<file path="src/sv/aosc_pkg.sv">
// Shared constants, register codes and types of the audio oscillator.
package aosc_pkg;

  localparam int PHASE_BITS_DEF  = 32;
  localparam int SAMPLE_BITS_DEF = 16;
  localparam int SINE_DEPTH_DEF  = 1024;

  localparam int REG_W     = 32;
  localparam int REG_IDX_W = 2;
  localparam int AMP_W     = 15;
  localparam int WAVE_W    = 2;
  localparam int DIV_QBITS = 30;

  localparam logic [REG_IDX_W-1:0] REG_PHASE_INC   = 2'd0;
  localparam logic [REG_IDX_W-1:0] REG_AMPLITUDE   = 2'd1;
  localparam logic [REG_IDX_W-1:0] REG_WAVEFORM    = 2'd2;
  localparam logic [REG_IDX_W-1:0] REG_START_PHASE = 2'd3;

  localparam logic [WAVE_W-1:0] WAVE_SINE   = 2'd0;
  localparam logic [WAVE_W-1:0] WAVE_SQUARE = 2'd1;
  localparam logic [WAVE_W-1:0] WAVE_SAW    = 2'd2;

  localparam logic [AMP_W-1:0] AMP_RESET = 15'd32767;

  typedef struct packed {
    logic [REG_W-1:0]  phase_inc;
    logic [AMP_W-1:0]  amplitude;
    logic [WAVE_W-1:0] waveform;
    logic [REG_W-1:0]  start_phase;
  } cfg_t;

endpackage

</file>
<file path="src/sv/aosc_queue.sv">
// Two-entry queue of phase words between front end and back end.
module aosc_queue (
  input  logic                         clk,
  input  logic                         rst_n,
  input  logic                         push,
  input  logic [aosc_pkg::REG_W-1:0]   push_data,
  input  logic                         pop,
  output logic [aosc_pkg::REG_W-1:0]   pop_data,
  output logic                         full,
  output logic                         empty
);

  logic [aosc_pkg::REG_W-1:0] ent_r [2];
  logic                       wr_ptr_r, wr_ptr_nxt;
  logic                       rd_ptr_r, rd_ptr_nxt;
  logic [1:0]                 cnt_r, cnt_nxt;
  logic                       do_push, do_pop;

  assign full     = (cnt_r == 2'd2);
  assign empty    = (cnt_r == 2'd0);
  assign pop_data = ent_r[rd_ptr_r];
  assign do_push  = push && !full;
  assign do_pop   = pop && !empty;

  always_comb begin
    wr_ptr_nxt = do_push ? !wr_ptr_r : wr_ptr_r;
    rd_ptr_nxt = do_pop ? !rd_ptr_r : rd_ptr_r;
    cnt_nxt    = cnt_r + 2'(do_push) - 2'(do_pop);
  end

  always_ff @(posedge clk) begin
    if (do_push) begin
      ent_r[wr_ptr_r] <= push_data;
    end
  end

  always_ff @(posedge clk) begin
    if (!rst_n) begin
      wr_ptr_r <= 1'b0;
      rd_ptr_r <= 1'b0;
      cnt_r    <= 2'd0;
    end else begin
      wr_ptr_r <= wr_ptr_nxt;
      rd_ptr_r <= rd_ptr_nxt;
      cnt_r    <= cnt_nxt;
    end
  end

endmodule

</file>
<file path="config.mk">
export PLATFORM = sky130hd
export DESIGN_NAME = aosc_queue
export DESIGN_NICKNAME = d
export VERILOG_FILES = /design/src/sv/aosc_pkg.sv /design/src/sv/aosc_queue.sv
export SDC_FILE = /design/constraint.sdc
export NUM_CORES = 1
export LEC_CHECK = 0
export ABC_AREA = 0
export BUFFER_PORTS_ARGS = -buffer_cell sky130_fd_sc_hd__buf_2
export CAP_MARGIN = 5
export CORE_UTILIZATION = 45
export CTS_CLUSTER_SIZE = 10
export DETAILED_ROUTE_END_ITERATION = 10
export PLACE_DENSITY = 0.78
export SLEW_MARGIN = 5
export SYNTH_ARGS = -nofsm -noshare
export SYNTH_HDL_FRONTEND = slang
export SYNTH_SLANG_ARGS = --single-unit
</file>
<file path="constraint.sdc">
create_clock -name clk -period 3.4 [get_ports clk]
set_input_delay 0.17 -clock clk [delete_from_list [all_inputs] [get_ports clk]]
set_output_delay 0.17 -clock clk [all_outputs]
set_load 0.05 [all_outputs]
</file>
# --- Word level (Yosys, flattened, before mapping) ---
# Memory sizes are Yosys's and may differ from the RTL's. A register that Yosys moved wholly into a read port is not among the register bits.
# Index checks and enable logic that the tools add are counted.
classes:
  add_sub_neg: 2
  eq_ne: 1
  muxes: 4
  n_reduce_logical: 7
op_table:
  columns: ["op", "count"]
  rows:
  - ["zero test 1 bit", 4]
  - ["2-to-1 mux 1 bit", 4]
  - ["adder 2 x 1 -> 2 bit", 1]
  - ["equality test 2 bit, second input constant", 1]
  - ["logical AND 1 bit", 2]
  - ["zero test 2 bit", 1]
  - ["subtractor 2 x 1 -> 2 bit", 1]
word_totals:
  ff_bits: 4
  ram_bits: 64
  input_bits: 36
  output_inout_bits: 34
  elab_cells: 18
  mem_count: 1
memory_table:
  columns: ["name", "words", "width", "rd", "rd_clocked_by_memory_dff", "write_ports", "line_no", "rtl"]
  rows:
  - ["ent_r", 2, 32, 1, 1, 1, "aosc_queue.sv:13", "logic [aosc_pkg::REG_W-1:0] ent_r [2];"]

# --- Longest topological paths before layout ---
logic_depth:
  depth_word: 5
  ltp_mapped: 8
  ltp_nobuf: 8

# --- Least setup slack after synthesis ---
# Ideal clock, no wire load.
synth_timing:
  path_kind: "register -> register"
  startpoint: "register cnt_r[0]"
  endpoint: "memory ent_r[0][0] (netlist name) (enable)"
  setup_time_ps: 421
  t_arrival_ps: 1945
  t_required_ps: 2979
  path_slack_ps: 1034
  stages_incl_launch_ff: 4
  path_buffers: 0
  period_less_slack_ps: 2366
  cell_sequence: "dfxtp_1 -> nand2b_1 -> nand2_1 -> nor2_1"
synth_via:
  elab_chain_len: 5
synth_rtl:
  columns: ["element", "line_no", "rtl"]
  rows:
  - ["start: declaration", "aosc_queue.sv:16", "logic [1:0] cnt_r, cnt_nxt;"]
  - ["start signal: assignment", "aosc_queue.sv:45", "cnt_r <= cnt_nxt;"]
  - ["equality test 2 bit", "aosc_queue.sv:19", "assign full = (cnt_r == 2'd2);"]
  - ["zero test 1 bit", "aosc_queue.sv:22", "assign do_push = push && !full;"]
  - ["logical AND 1 bit", "aosc_queue.sv:22", null]
  - ["2-to-1 mux 1 bit", "aosc_queue.sv:32", "if (do_push) begin"]
  - ["2-to-1 mux 1 bit (implied by the code)", "aosc_queue.sv:33", "ent_r[wr_ptr_r] <= push_data;"]
  - ["end: declaration", "aosc_queue.sv:13", null]
# No other way between the ends.

==> summary.md <==
| Metric | Value |
|---|---|
| Status | finished clean |
| WS Path Type | reg -> out |
| Post-Syn Instances | 127 |
| Worst setup SP type | register |
| # nets final | approximately 240 |
| Max Root-Sink Buffers | 2 |
| Sequential share of the synthesized area | 74.88% |
| Hpwl dp | 2705 microns |
| Number of global-route vias before repair | between 1,000 and 1,500 |
| Routed wire length | between 3000 and 4000 microns |
| LEAKAGE | 1.314 nW |
| Crit path max fanout | 32 |
| Worst Hold Path EP | ent_r[0][24] |
| Placement row count | 27 |
| H-Tree Depth | 3 |
| First-pass GRT wire length | 6003 microns |
| Post-route ant nets | 0 |
| FF-to-FF path depth | 3 |
| Async SR Flop Fraction | 0% |
| Worst-margin pin slew | 1043 ps |
| Clk_skew | 5.213 ps |
| Hold Startpoint | push_data[24] |
| Synthesized area | 2700 sq um |
| Most used DFF post-synth | edfxtp_1 |
| Routability cong. | approximately 0.65 |
| Detailed-route wire length per cell | 14.22 microns |
| Total power | 2.931 mW |
| Hold Violations, Final | 0 |
| CTS clock-pin slew for the worst setup and hold paths | 70 ps |
| Core area | about 5600 sq um |
| Post-CTS setup buffers | 0 |
| RR Startpoint | cnt_r[0] |
| Die ar. | between 6000 and 7000 sq um |
| Combinational share of power | 37.9% |
| Post-CTS sizing | 0 |
| Die H | approximately 80 microns |
| Initial antenna violation count | 0 |
| Iter 0 DRT Violations | 58 |
| FMAX | 467.0 MHz |
| EDFF count, synth | 64 |
| Final setup viols | 0 |
| Worst rel slew slack | 30.46% |
| CP Capture Type | output port |
| Synth area leaders | edfxtp_1 71%, mux2_4 17%, dfxtp_1 3.7% |
| Syn. warnings | 0 |
| Share of post-route cells with drive strength above 1 | 55.50% |
| Synthesis-to-layout area growth | 20.81% |
| Total gr overflow | 0 |
| Final core area utilization | 57.82% |
| Fin Setup TNS | 0 ps |
| Pwr Density | roughly 900 nW/um^2 |
| NetSw | 1.122 mW |
| Antenna diode count | 0 |
| All-Layer GR Usage | around 14% |
| Clock share of power | between 20% and 30% |
| #FFs+latches synth | 69 |
| Filler instances | ~440 |
| Avg Inst Size Synth | 21.26 sq um |
| Die Wd | approximately 79 microns |
| # DRC | 0 |
| Worst skew pair latency | 320 ps |
| Num CTS Buffers | 9 |
| Fin crit share | a little over three fifths |
| Worst Hold Depth | 1 |
| RSZ-0062 raised after global routing | false |
| Seq pwr share | 41.6% |
| CTS Hold Bufs | 0 |
| Post-synth top area share | 71.18% |
| Clock net sink count | 69 |
| FF-to-FF setup slack | 1630 ps |
| Maximum VDD drop | 0.5293 mV |
| Netlist cell types | 18 |
| Post-synth top cells | 64 x edfxtp_1, 30 x mux2_4, 5 x dfxtp_1, 5 x nor2_1 |
| Tmin final | 2141 ps |
| Int Power | 1.809 mW |
| Clock root buffer | clkbuf_8 |
| Via density | 4.662 |
| Worst EP arrival | 1970 ps |
| Min-delay worst type | in -> reg |
| Slew Limit Fails | 0 |
| Initial core utilization | approximately 48% |
| Sw Ratio | 38.27% |
| Num ports | 70 |
| Critical Path RT | roughly 3200 ps |
| Largest net degree at the start of global routing | 33 |
| Number of max-cap violations | 0 |
| PortBufs | between 60 and 70 |
| Top-count cell post-synth | edfxtp_1 |
| CTS tree | done |
| Syn Nets | ~170 |
| Dominant cell type by area after synthesis | edfxtp_1 |
| Reg-to-Reg End | ent_r[0][15] |
| Pre-antenna DRT Iters | 5 |
| Via Count | 1,310 |
-- area by class of cell --
cell class | count | area [sq um] | area share, %
clock buffer | 10 | 127.6 | 3.913
clock inverter | 6 | 53.80 | 1.649
inverter | 3 | 11.26 | 0.3452
multi-input combinational | 51 | 603.1 | 18.49
sequential | 69 | 2023 | 62.03
tap | 72 | 90.09 | 2.762
timing repair buffer | 70 | 352.8 | 10.82
-- layout by cell type (no fill, tap or decap), types with 2 or more instances in the layout --
cell,n
dfxtp_1,4
and2_1,2
nand2b_1,2
mux2_4,30
edfxtp_1,64
ha_1,2
nand2_1,2
inv_1,3
clkinv_1,3
mux2_2,2
clkbuf_8,9
buf_2,69
nor2_1,4
-- kinds of logic after synthesis --
group | synth area share [%]
DFF | 74.88
muxes | 17.89
and+or+nand+nor | 2.317
buffers and inverters | 3.058
xor gates and xnor gates | 0.6489
adders and majority gates | 0.9266
AOI/OAI and AO/OA | 0.2781
-- metrics by stage --
step | hold slack, ps | std cells | cell area [sq um] | worst slack (ps)
after CTS | 8.639 | 281 | 3262 | 1190
final | 30.94 | 281 | 3262 | 1259
after floorplan | 268.9 | 127 | 2700 | 1034
after global placement | 358.5 | 265 | 3080 | 1565
after detailed placement | 362.1 | 265 | 3080 | 1561
after global routing | 13.94 | 281 | 3262 | 1132
-- registers in the layout (all words and copies together), names as in the netlist, named ones only --
name and flops:
cnt_r 2, ent_r 64, rd_ptr_r 1, wr_ptr_r 1
-- per-layer routing --
layer | vias to the layer above | part of all wire, % | GRT usage, %
met4 | 0 | 3.3 | 10.55
met5 | - | 0 | 0
li1 | 634 | - | -
met1 | 614 | 41 | 15.26
met2 | 48 | 51 | 22.14
met3 | 14 | 5.0 | 3.543
-- critical path, stage by stage (launching register included) --
cell and delay (ps):
dfxtp_2 1020, mux2_2 410, buf_2 210
-- how the worst max path moves through the flow --
| stage | from | endpoint | slack (ps) | cells after the start |
|---|---|---|---|---|
| after global routing | register | pop_data[31] | 1130 | 2 |
| after global placement | register | pop_data[0] | 1560 | 2 |
| after CTS | register | pop_data[31] | 1190 | 2 |
| after floorplan | cnt_r[0] | ent_r[0][0] | 1030 | 3 |
| after detailed placement | register | pop_data[0] | 1560 | 2 |
| final | register | pop_data[31] | 1260 | 2 |
-- power by group through the flow --
stage	clock network [mW]	registers [mW]	logic, mW
after global placement	0	1.23	1.12
after floorplan	0	1.15	1.05
after detailed placement	0	1.24	1.12
after global routing	0.650	1.24	1.17
final	0.601	1.22	1.11
after CTS	0.621	1.22	1.12
Power figures use the tool's default switching activity.
