**src/sv/aosc_pkg.sv**
```systemverilog
// Shared constants, register codes and types of the audio oscillator.
package aosc_pkg;

  localparam int PHASE_BITS_DEF  = 32;
  localparam int SAMPLE_BITS_DEF = 16;
  localparam int SINE_DEPTH_DEF  = 1024;

  localparam int REG_W     = 32;
  localparam int REG_IDX_W = 2;
  localparam int AMP_W     = 15;
  localparam int WAVE_W    = 2;
  localparam int DIV_QBITS = 30;

  localparam logic [REG_IDX_W-1:0] REG_PHASE_INC   = 2'd0;
  localparam logic [REG_IDX_W-1:0] REG_AMPLITUDE   = 2'd1;
  localparam logic [REG_IDX_W-1:0] REG_WAVEFORM    = 2'd2;
  localparam logic [REG_IDX_W-1:0] REG_START_PHASE = 2'd3;

  localparam logic [WAVE_W-1:0] WAVE_SINE   = 2'd0;
  localparam logic [WAVE_W-1:0] WAVE_SQUARE = 2'd1;
  localparam logic [WAVE_W-1:0] WAVE_SAW    = 2'd2;

  localparam logic [AMP_W-1:0] AMP_RESET = 15'd32767;

  typedef struct packed {
    logic [REG_W-1:0]  phase_inc;
    logic [AMP_W-1:0]  amplitude;
    logic [WAVE_W-1:0] waveform;
    logic [REG_W-1:0]  start_phase;
  } cfg_t;

endpackage

```
**src/sv/aosc_front.sv**
```systemverilog
// Front end: configuration registers, tick intake and phase accumulator.
module aosc_front #(
  parameter int PHASE_BITS = aosc_pkg::PHASE_BITS_DEF
) (
  input  logic                             clk,
  input  logic                             rst_n,
  input  logic                             in_valid,
  output logic                             in_stall,
  input  logic                             in_restart,
  input  logic                             cfg_we,
  input  logic [aosc_pkg::REG_IDX_W-1:0]   cfg_index,
  input  logic [aosc_pkg::REG_W-1:0]       cfg_wdata,
  output aosc_pkg::cfg_t                   cfg,
  input  logic                             q_full,
  output logic                             q_push,
  output logic [aosc_pkg::REG_W-1:0]       q_data
);

  aosc_pkg::cfg_t          cfg_r, cfg_nxt;
  logic [PHASE_BITS-1:0]   phase_r, phase_nxt;
  logic [PHASE_BITS-1:0]   inc_acc, start_acc, base, sum;
  logic                    accept;

  if (PHASE_BITS >= 32) begin : g_wide
    localparam int PAD = PHASE_BITS - 32;
    assign inc_acc   = PHASE_BITS'(cfg_r.phase_inc) << PAD;
    assign start_acc = PHASE_BITS'(cfg_r.start_phase) << PAD;
    assign q_data    = 32'(sum >> PAD);
  end else begin : g_narrow
    localparam int CUT = 32 - PHASE_BITS;
    assign inc_acc   = PHASE_BITS'(cfg_r.phase_inc >> CUT);
    assign start_acc = PHASE_BITS'(cfg_r.start_phase >> CUT);
    assign q_data    = 32'(sum) << CUT;
  end

  assign in_stall = q_full;
  assign accept   = in_valid && !q_full;
  assign q_push   = accept;
  assign cfg      = cfg_r;

  always_comb begin
    base      = in_restart ? start_acc : phase_r;
    sum       = base + inc_acc;
    phase_nxt = accept ? sum : phase_r;
  end

  always_comb begin
    cfg_nxt = cfg_r;
    if (cfg_we) begin
      unique case (cfg_index)
        aosc_pkg::REG_PHASE_INC:   cfg_nxt.phase_inc   = cfg_wdata;
        aosc_pkg::REG_AMPLITUDE:   cfg_nxt.amplitude   = cfg_wdata[aosc_pkg::AMP_W-1:0];
        aosc_pkg::REG_WAVEFORM:    cfg_nxt.waveform    = cfg_wdata[aosc_pkg::WAVE_W-1:0];
        aosc_pkg::REG_START_PHASE: cfg_nxt.start_phase = cfg_wdata;
      endcase
    end
  end

  always_ff @(posedge clk) begin
    if (!rst_n) begin
      cfg_r.phase_inc   <= '0;
      cfg_r.amplitude   <= aosc_pkg::AMP_RESET;
      cfg_r.waveform    <= aosc_pkg::WAVE_SINE;
      cfg_r.start_phase <= '0;
      phase_r           <= '0;
    end else begin
      cfg_r   <= cfg_nxt;
      phase_r <= phase_nxt;
    end
  end

endmodule

```
**config.mk**
```make
export PLATFORM = sky130hd
export DESIGN_NAME = aosc_front
export DESIGN_NICKNAME = d
export VERILOG_FILES = /design/src/sv/aosc_pkg.sv /design/src/sv/aosc_front.sv
export SDC_FILE = /design/constraint.sdc
export NUM_CORES = 1
export LEC_CHECK = 0
export BUFFER_PORTS_ARGS = -buffer_cell sky130_fd_sc_hd__buf_2
export CORE_ASPECT_RATIO = 0.75
export CORE_MARGIN = 3
export CORE_UTILIZATION = 49
export DETAILED_ROUTE_END_ITERATION = 8
export GPL_ROUTABILITY_DRIVEN = 0
export PLACE_DENSITY = 0.77
export SLEW_MARGIN = 25
export SYNTH_ARGS = -nofsm -noshare
export SYNTH_HDL_FRONTEND = slang
export SYNTH_SLANG_ARGS = --single-unit
```
**constraint.sdc**
```tcl
create_clock -name clk -period 3.5 [get_ports clk]
set_input_delay 0.175 -clock clk [delete_from_list [all_inputs] [get_ports clk]]
set_output_delay 0.175 -clock clk [all_outputs]
set_load 0.1 [all_outputs]
```
-- Word level (Yosys, flattened, before mapping)
Cells that the tools add are included.
- add/subtract/negate cells: 1
- equality and inequality tests: 3
- mux-type cells: 1
- reductions and logical operators: 7
- operators by type and width (kind ; number):
    $add A32 B32 Y32 ; 1
    $mux W32 ; 1
    $reduce_and A2 Y1 ; 4
    $eq A2 B2 Y1 const B ; 2
    $eq A2 B1 Y1 const B ; 1
    $logic_not A2 Y1 ; 1
    $logic_and A1 B1 Y1 ; 1
    $logic_not A1 Y1 ; 1
- bits in registers: 113
- output and inout port bits: 115

-- Longest topological paths before layout
Gate-level depths: netlist of the first run.
- depth in word-level cells: 2
- depth in mapped cells: 13
- gate-level depth less buffers: 11

-- Worst setup path after synthesis of the first run
Ideal clock, no wire load.
- kind: input -> output
- from: input port in_restart
- to: output port q_data[26] (netlist bit)
- arrival time: 4431 ps
- slack: -1106 ps
- stages: 12
- path buffers: 2
- cell sequence: clkbuf_1 > clkbuf_1 > mux2_2 > ha_1 > fa_1 > a21o_1 > a221oi_2 > o31a_1 > o21ai_4 > a22oi_4 > o21ai_0 > xnor2_1
- word-level cells in the longest chain between the ends: 2
- RTL lines (element ; RTL line ; text):
    start, declared ; aosc_front.sv:9 ; input logic in_restart,
    $mux W32 ; aosc_front.sv:42 ; base = in_restart ? start_acc : phase_r;
    $add A32 B32 Y32 ; aosc_front.sv:43 ; sum = base + inc_acc;
    end, declared ; aosc_front.sv:16 ; output logic [aosc_pkg::REG_W-1:0] q_data
Every way passes these cells.

-- Worst setup path after layout of the first run
- from: register cfg_r (netlist bit start_acc[0])
- to: output port q_data[26] (netlist bit)
- word-level cells in the longest chain between the ends: 2
- RTL lines (element ; RTL line ; text):
    start, declared ; aosc_front.sv:19 ; aosc_pkg::cfg_t cfg_r, cfg_nxt;
    start signal, assigned ; aosc_front.sv:67 ; cfg_r <= cfg_nxt;
    $mux W32 ; aosc_front.sv:42 ;
    $add A32 B32 Y32 ; aosc_front.sv:43 ;
Every way passes these cells.

==> impl_metrics.toml, run 1 <==
[floorplan]
boundaryPins = 155
rows = 35
die-area_mm2 = 0.01412
initial_core_util_pct = 50.47
core_area_mm2 = 0.01235
die-width_um = 136.2
die_height_um = 103.7

[detailed_routing]
vias = 6336
ant_nets = 0
via_per_inst = 5.553
first_iter_violations = 464
drc = 0
routed_wl_um = 19070
firstDrtPassIters = 5
wl_per_cell_um = 16.71

[timing]
tightest_slew_ps = 884.0
finalSetupTns_ps = 0
slew_headroom_pct = 41.07
maxSlewViolCount = 0
final.min_clock_period_ps = 3456
hold_viol = 0
setup_violations = 0
grt_setup_unrepaired = "true"
clock_skew_ps = 10.03
clock.fmax_mhz = 289.3
finalWorstSetupSlack_ps = 43.90
fin_crit_sh_pct = 98.75

[finish]
diodes = 0
final_util_pct = 71.61
drive_above_1_share_pct = 33.44
syn_to_final_growth_pct = 41.90
fin_nets = 1034

[clock_network]
numCtsBuffers = 17
path_clk_slew_ps = 50
clock-root-buffer = "clkbuf_16"
clock_latency_ps = 410
htree_levels = 4
cts_tree = "built"
clkSinkCount = 113
cts_max_path_buffers = 2

[critical_path]
path_class = "reg -> out"
cpLargestDelayFamily = "compound AO/OA/AOI/OAI gates"
endpoint_kind = "primary output"
arrival_ps = 3280
cp-start-kind = "flop"
r2r_slack_ps = 510
path_cells = "mux2_4 > ha_4 > fa_2 > a21o_1 > a221oi_2 > o31a_1 > o21ai_4 > a22oi_4 > o21ai_2 > xnor2_2 > buf_12"
crit_fanout = 5
worst_path_largest_cell_delay_ps = 360
cpMaxStageDelayCell = "fa_2"
cp.buffers_inverters = 1
required_ps = 3320

[synthesis]
ys_seq_elements = 113
yosysTopAreaCell = "dfxtp_1"
yosysTopAreaCellShare_pct = 36.30
syn-cell-area_mm2 = 0.006232
ys_warn_count = 0
ys_seq_area_share_pct = 36.30
ys_types = 58
syn_inst = 794
synth_edf_count = 0
async_flop_share_pct = 0
syn_area_per_cell_um2 = 7.849
yosys_most_used_dff = "dfxtp_1"
synth_area_leaders = "dfxtp_1 (36%), nand2_1 (13%), ha_1 (6.2%)"
synth_nets = 866

[grt]
grt_pass1_vias = 5991
grt-ovfl-total = 0
grt_max_degree = 50
grt_pass1_wl_um = 30930
grt_usage_pct = 27.10
antenna_found_initial = 0

[hold_path]
min-delay-path-class = "in -> reg"

[power_and_ir_drop]
ir_drop_uv = 345.9
power_density_mw_per_mm2 = 437.0
leakage_nw = 3.968

[job]
cap_violations = 0

[place]
dp_hpwl_um = 13370
portBuffers = 154
dp_slack_ps = 109.5

[outcome]
status = "finished clean"
-- final timing paths --
kind	to	cells past startpoint	startpoint
hold / removal	start_acc[27]$_SDFFE_PN0P_	3	cfg_wdata[27]
setup / recovery	q_data[26]	11	start_acc[0]$_SDFFE_PN0P_
hold reg to reg	phase_r[22]$_SDFFE_PN0P_	2	phase_r[22]$_SDFFE_PN0P_
setup reg to reg	phase_r[30]$_SDFFE_PN0P_	12	start_acc[0]$_SDFFE_PN0P_
-- per-layer routing --
metal / up-vias / track usage, % / wire [um] / share of wire (%)
met2: 273 / 40.32 / 8316 / 44
met4: 0 / 7.266 / 173 / 0.91
met3: 14 / 6.845 / 1653 / 8.7
li1: 3086 / - / - / -
met5: - / 0 / 0 / 0
met1: 2963 / 39.02 / 8923 / 47
-- final cells by class --
cell class / instances / area (um^2)
Clock buffer: 18 / 429.2
Clock inverter: 14 / 116.4
Fill cell: 950 / 3506
Inverter: 9 / 33.78
Multi-Input combinational cell: 618 / 4202
Sequential cell: 113 / 2286
Tap cell: 166 / 207.7
Timing Repair Buffer: 203 / 1569
-- registers in the layout (all words and copies together), names as in the netlist --
name	flops
cfg	17
start_acc	32
inc_acc	32
phase_r	32
-- report_power, final --
group	internal (mW)	leakage, nW	switching (mW)
logic	0.241	2.78	0.667
registers	1.33	0.927	0.0315
clock network	0.970	0.262	0.624
total	2.54	3.97	1.32
-- Yosys cell counts (4+ instances only) --
master,n
a21boi_0,37
a21o_1,12
a21oi_1,75
a31o_2,5
a31oi_1,4
and3_1,12
buf_1,5
clkbuf_1,46
dfxtp_1,113
ha_1,31
inv_1,8
mux2_2,31
nand2_1,221
nand3_1,37
nand3b_1,7
nand4_1,7
nor2_1,24
nor2b_1,4
nor3_1,11
o211ai_1,7
o21ai_0,17
o21bai_1,4
xnor2_1,16
xor2_1,15
-- stage by stage --
| stage | area [um^2] | power, mW | std cells | hold WS, ps |
|---|---|---|---|---|
| after global routing | 8843 | 3.980 | 1141 | 11.51 |
| after floorplan | 6641 | 2.044 | 794 | 299.0 |
| after CTS | 8773 | 3.882 | 1139 | 0.1231 |
| final | 8843 | 3.864 | 1141 | 18.48 |
| after detailed placement | 7971 | 2.274 | 1084 | 422.7 |
| after global placement | 7971 | 2.268 | 1084 | 418.3 |
-- timing repair --
item	4_1_cts	5_1_grt
cloned	0	0
setup buffers	6	2
endpoints found under the setup margin	9	15
hold buffers	17	0
resized for setup	9	14
pin swaps	9	13
hold endpoints to repair	18	0
-- worst register-to-register path, delay by kind of cell, from the launching register on --
family | cells | cell delay, ps
fa+ha+maj | 2 | 540
mux | 1 | 270
compound gates | 5 | 1170
buf+inv | 1 | 140
simple gates | 3 | 490
flops | 1 | 330
-- cells by family (layout without fill, tap and decap cells) --
| group | Yosys count | in the layout | share of synthesized area (%) |
|---|---|---|---|
| xor gates and xnor gates | 31 | 31 | 4.357 |
| and+or+nand+nor | 337 | 337 | 23.39 |
| muxes | 34 | 34 | 6.083 |
| AOI/OAI and AO/OA | 184 | 184 | 19.43 |
| buffers and inverters | 63 | 244 | 3.895 |
| DFF | 113 | 113 | 36.30 |
| adders and majority gates | 32 | 32 | 6.545 |
-- cell usage in the layout (no fill, tap or decap), types with 4 or more instances in the layout --
cell / instances
dlygate4sd3_1: 17
clkbuf_16: 17
xnor2_4: 7
buf_2: 129
o211ai_1: 7
nor2_1: 21
ha_1: 29
a31o_2: 5
nand4_1: 7
inv_1: 8
mux2_2: 30
buf_12: 26
buf_4: 31
clkinvlp_4: 4
nand3_1: 37
clkinv_2: 6
nor2b_1: 4
dfxtp_2: 19
a21boi_0: 37
nand3b_1: 7
xor2_2: 6
nor3_1: 11
a21oi_1: 73
o21ai_2: 4
o21ai_0: 12
xor2_4: 7
dfxtp_1: 94
a21o_1: 12
xnor2_2: 6
nand2_1: 221
and3_1: 12
o21bai_1: 4
Power figures use the tool's default switching activity.
==> run 2, diff against run 1 <==
--- a/config.mk
+++ b/config.mk
@@ -9,6 +9,7 @@
 export CORE_ASPECT_RATIO = 0.75
 export CORE_MARGIN = 3
 export CORE_UTILIZATION = 49
+export CTS_BUF_LIST = sky130_fd_sc_hd__clkbuf_16
 export DETAILED_ROUTE_END_ITERATION = 8
 export GPL_ROUTABILITY_DRIVEN = 0
 export PLACE_DENSITY = 0.77
==> run 2 against run 1 <==
Effect of this change:
- critical path depth unchanged
- sequential share of layout area unchanged
- utilization unchanged
- wire length increased by 0.42%
- non-clock buffer count unchanged
- register-to-register slack about the same
- sequential cell count unchanged
- via count about the same
- clock skew about the same
- critical endpoint unchanged
- largest cell class unchanged
==> impl_metrics.toml, run 2 (same netlist as run 1, synthesis figures left out) <==
[outcome]
status = "finished clean"

[floorplan]
initial_core_util_pct = 50.47
die-area_mm2 = 0.01412
core_area_mm2 = 0.01235
rows = 35
die-width_um = 136.2
boundaryPins = 155
die_height_um = 103.7

[clock_network]
clock-root-buffer = "clkbuf_16"
path_clk_slew_ps = 50
htree_levels = 4
cts_max_path_buffers = 2
clock_latency_ps = 410
numCtsBuffers = 17
cts_tree = "built"
clkSinkCount = 113

[finish]
diodes = 0
final_cell_mix = "nand2_1 (221), buf_2 (129), dfxtp_1 (94)"
final_common_cell = "nand2_1"
syn_to_final_growth_pct = 41.90
fin_nets = 1034
final_cells = 1141
final_util_pct = 71.61
n_fill_cell = 950
drive_above_1_share_pct = 33.44

[critical_path]
cpLargestDelayFamily = "compound AO/OA/AOI/OAI gates"
cp.buffers_inverters = 1
crit_fanout = 5
cp-start-kind = "flop"
required_ps = 3320
path_class = "reg -> out"
path_cells = "mux2_4 > ha_4 > fa_2 > a21o_1 > a221oi_2 > o31a_1 > o21ai_4 > a22oi_4 > o21ai_2 > xnor2_2 > buf_12"
arrival_ps = 3280
worst_path_largest_cell_delay_ps = 360
endpoint_kind = "primary output"
cpMaxStageDelayCell = "fa_2"

[power_and_ir_drop]
leakage_nw = 3.973
power_frac_clock_pct = 41.2
pwr-share-seq_pct = 35.3
swShare_pct = 34.29
power_density_mw_per_mm2 = 437.0
power_mw = 3.865
ir_drop_uv = 345.7
power_switching_mw = 1.325
comb_power_share_pct = 23.5
p_int_mw = 2.539

[detailed_routing]
vias = 6334
drc = 0
wl_per_cell_um = 16.78
ant_nets = 0
first_iter_violations = 473
firstDrtPassIters = 5
routed_wl_um = 19150
via_per_inst = 5.551

[timing]
tightest_slew_ps = 887.3
clock_skew_ps = 9.578
fin_crit_sh_pct = 98.83
setup_violations = 0
slew_headroom_pct = 40.84
maxSlewViolCount = 0
finalWorstSetupSlack_ps = 41.08
clock.fmax_mhz = 289.1
final.min_clock_period_ps = 3459
hold_viol = 0
hold_slack_ps = 19.19
grt_setup_unrepaired = "true"

[grt]
grt-ovfl-total = 0
antenna_found_initial = 0
grt_pass1_wl_um = 30930
grt_pass1_vias = 5991
grt_max_degree = 50
grt_usage_pct = 27.10

[job]
cap_violations = 0

[place]
dp_slack_ps = 109.5
placed_cells = 1084
dp_hpwl_um = 13370
portBuffers = 154

[hold_path]
min-delay-path-class = "in -> reg"
## run 2: repair_timing
item                                   4_1_cts  5_1_grt
hold buffers                                17        0
setup endpoints to repair                    9       15
buffers inserted                             6        2
pin swaps                                    9       13
endpoints found under the hold margin       18        0
gates resized for setup                      9       14
## run 2: layout make-up
type,count,area (um^2),area share (%)
repair buffers,203,1569,17.74
clock inverters,15,120.1,1.358
flip-flops and latches,113,2286,25.85
multi-input cells,618,4202,47.51
well taps,166,207.7,2.349
clock buffers,17,425.4,4.810
inverters,9,33.78,0.3820
## run 2: path summary, 6_finish.rpt
check / start / end / slack [ps] / cells past startpoint
hold / removal: cfg_wdata[29] / start_acc[29]$_SDFFE_PN0P_ / 20 / 3
hold reg to reg: phase_r[28]$_SDFFE_PN0P_ / phase_r[28]$_SDFFE_PN0P_ / 450 / 2
setup / recovery: start_acc[0]$_SDFFE_PN0P_ / q_data[26] / 40 / 11
setup reg to reg: start_acc[0]$_SDFFE_PN0P_ / phase_r[30]$_SDFFE_PN0P_ / 500 / 12
## run 2: power groups by stage
| stage | Clock, mW | Combinational, mW | Sequential (mW) |
|---|---|---|---|
| 2_1_floorplan | 0 | 0.420 | 1.62 |
| 3_3_place_gp | 0 | 0.881 | 1.39 |
| 3_5_place_dp | 0 | 0.886 | 1.39 |
| 4_1_cts | 1.61 | 0.905 | 1.36 |
| 5_1_grt | 1.66 | 0.948 | 1.37 |
| 6_report | 1.59 | 0.909 | 1.36 |
## run 2: metal layers
layer | wire, um | global-route usage [%]
met3 | 1662 | 6.845
met4 | 164 | 7.266
met1 | 8973 | 39.02
met2 | 8346 | 40.32
met5 | 0 | 0
## run 2: through the flow
step / setup TNS, ps / instance area [um^2]
2_1_floorplan: -346.8 / 6641
3_3_place_gp: 0 / 7971
3_5_place_dp: 0 / 7971
4_1_cts: 0 / 8773
5_1_grt: -77.11 / 8843
6_report: 0 / 8843
## run 2: tightest hold or removal path, stage by stage
cell     delay [ps]
buf_2           110
nand2_1          50
a21oi_1          50
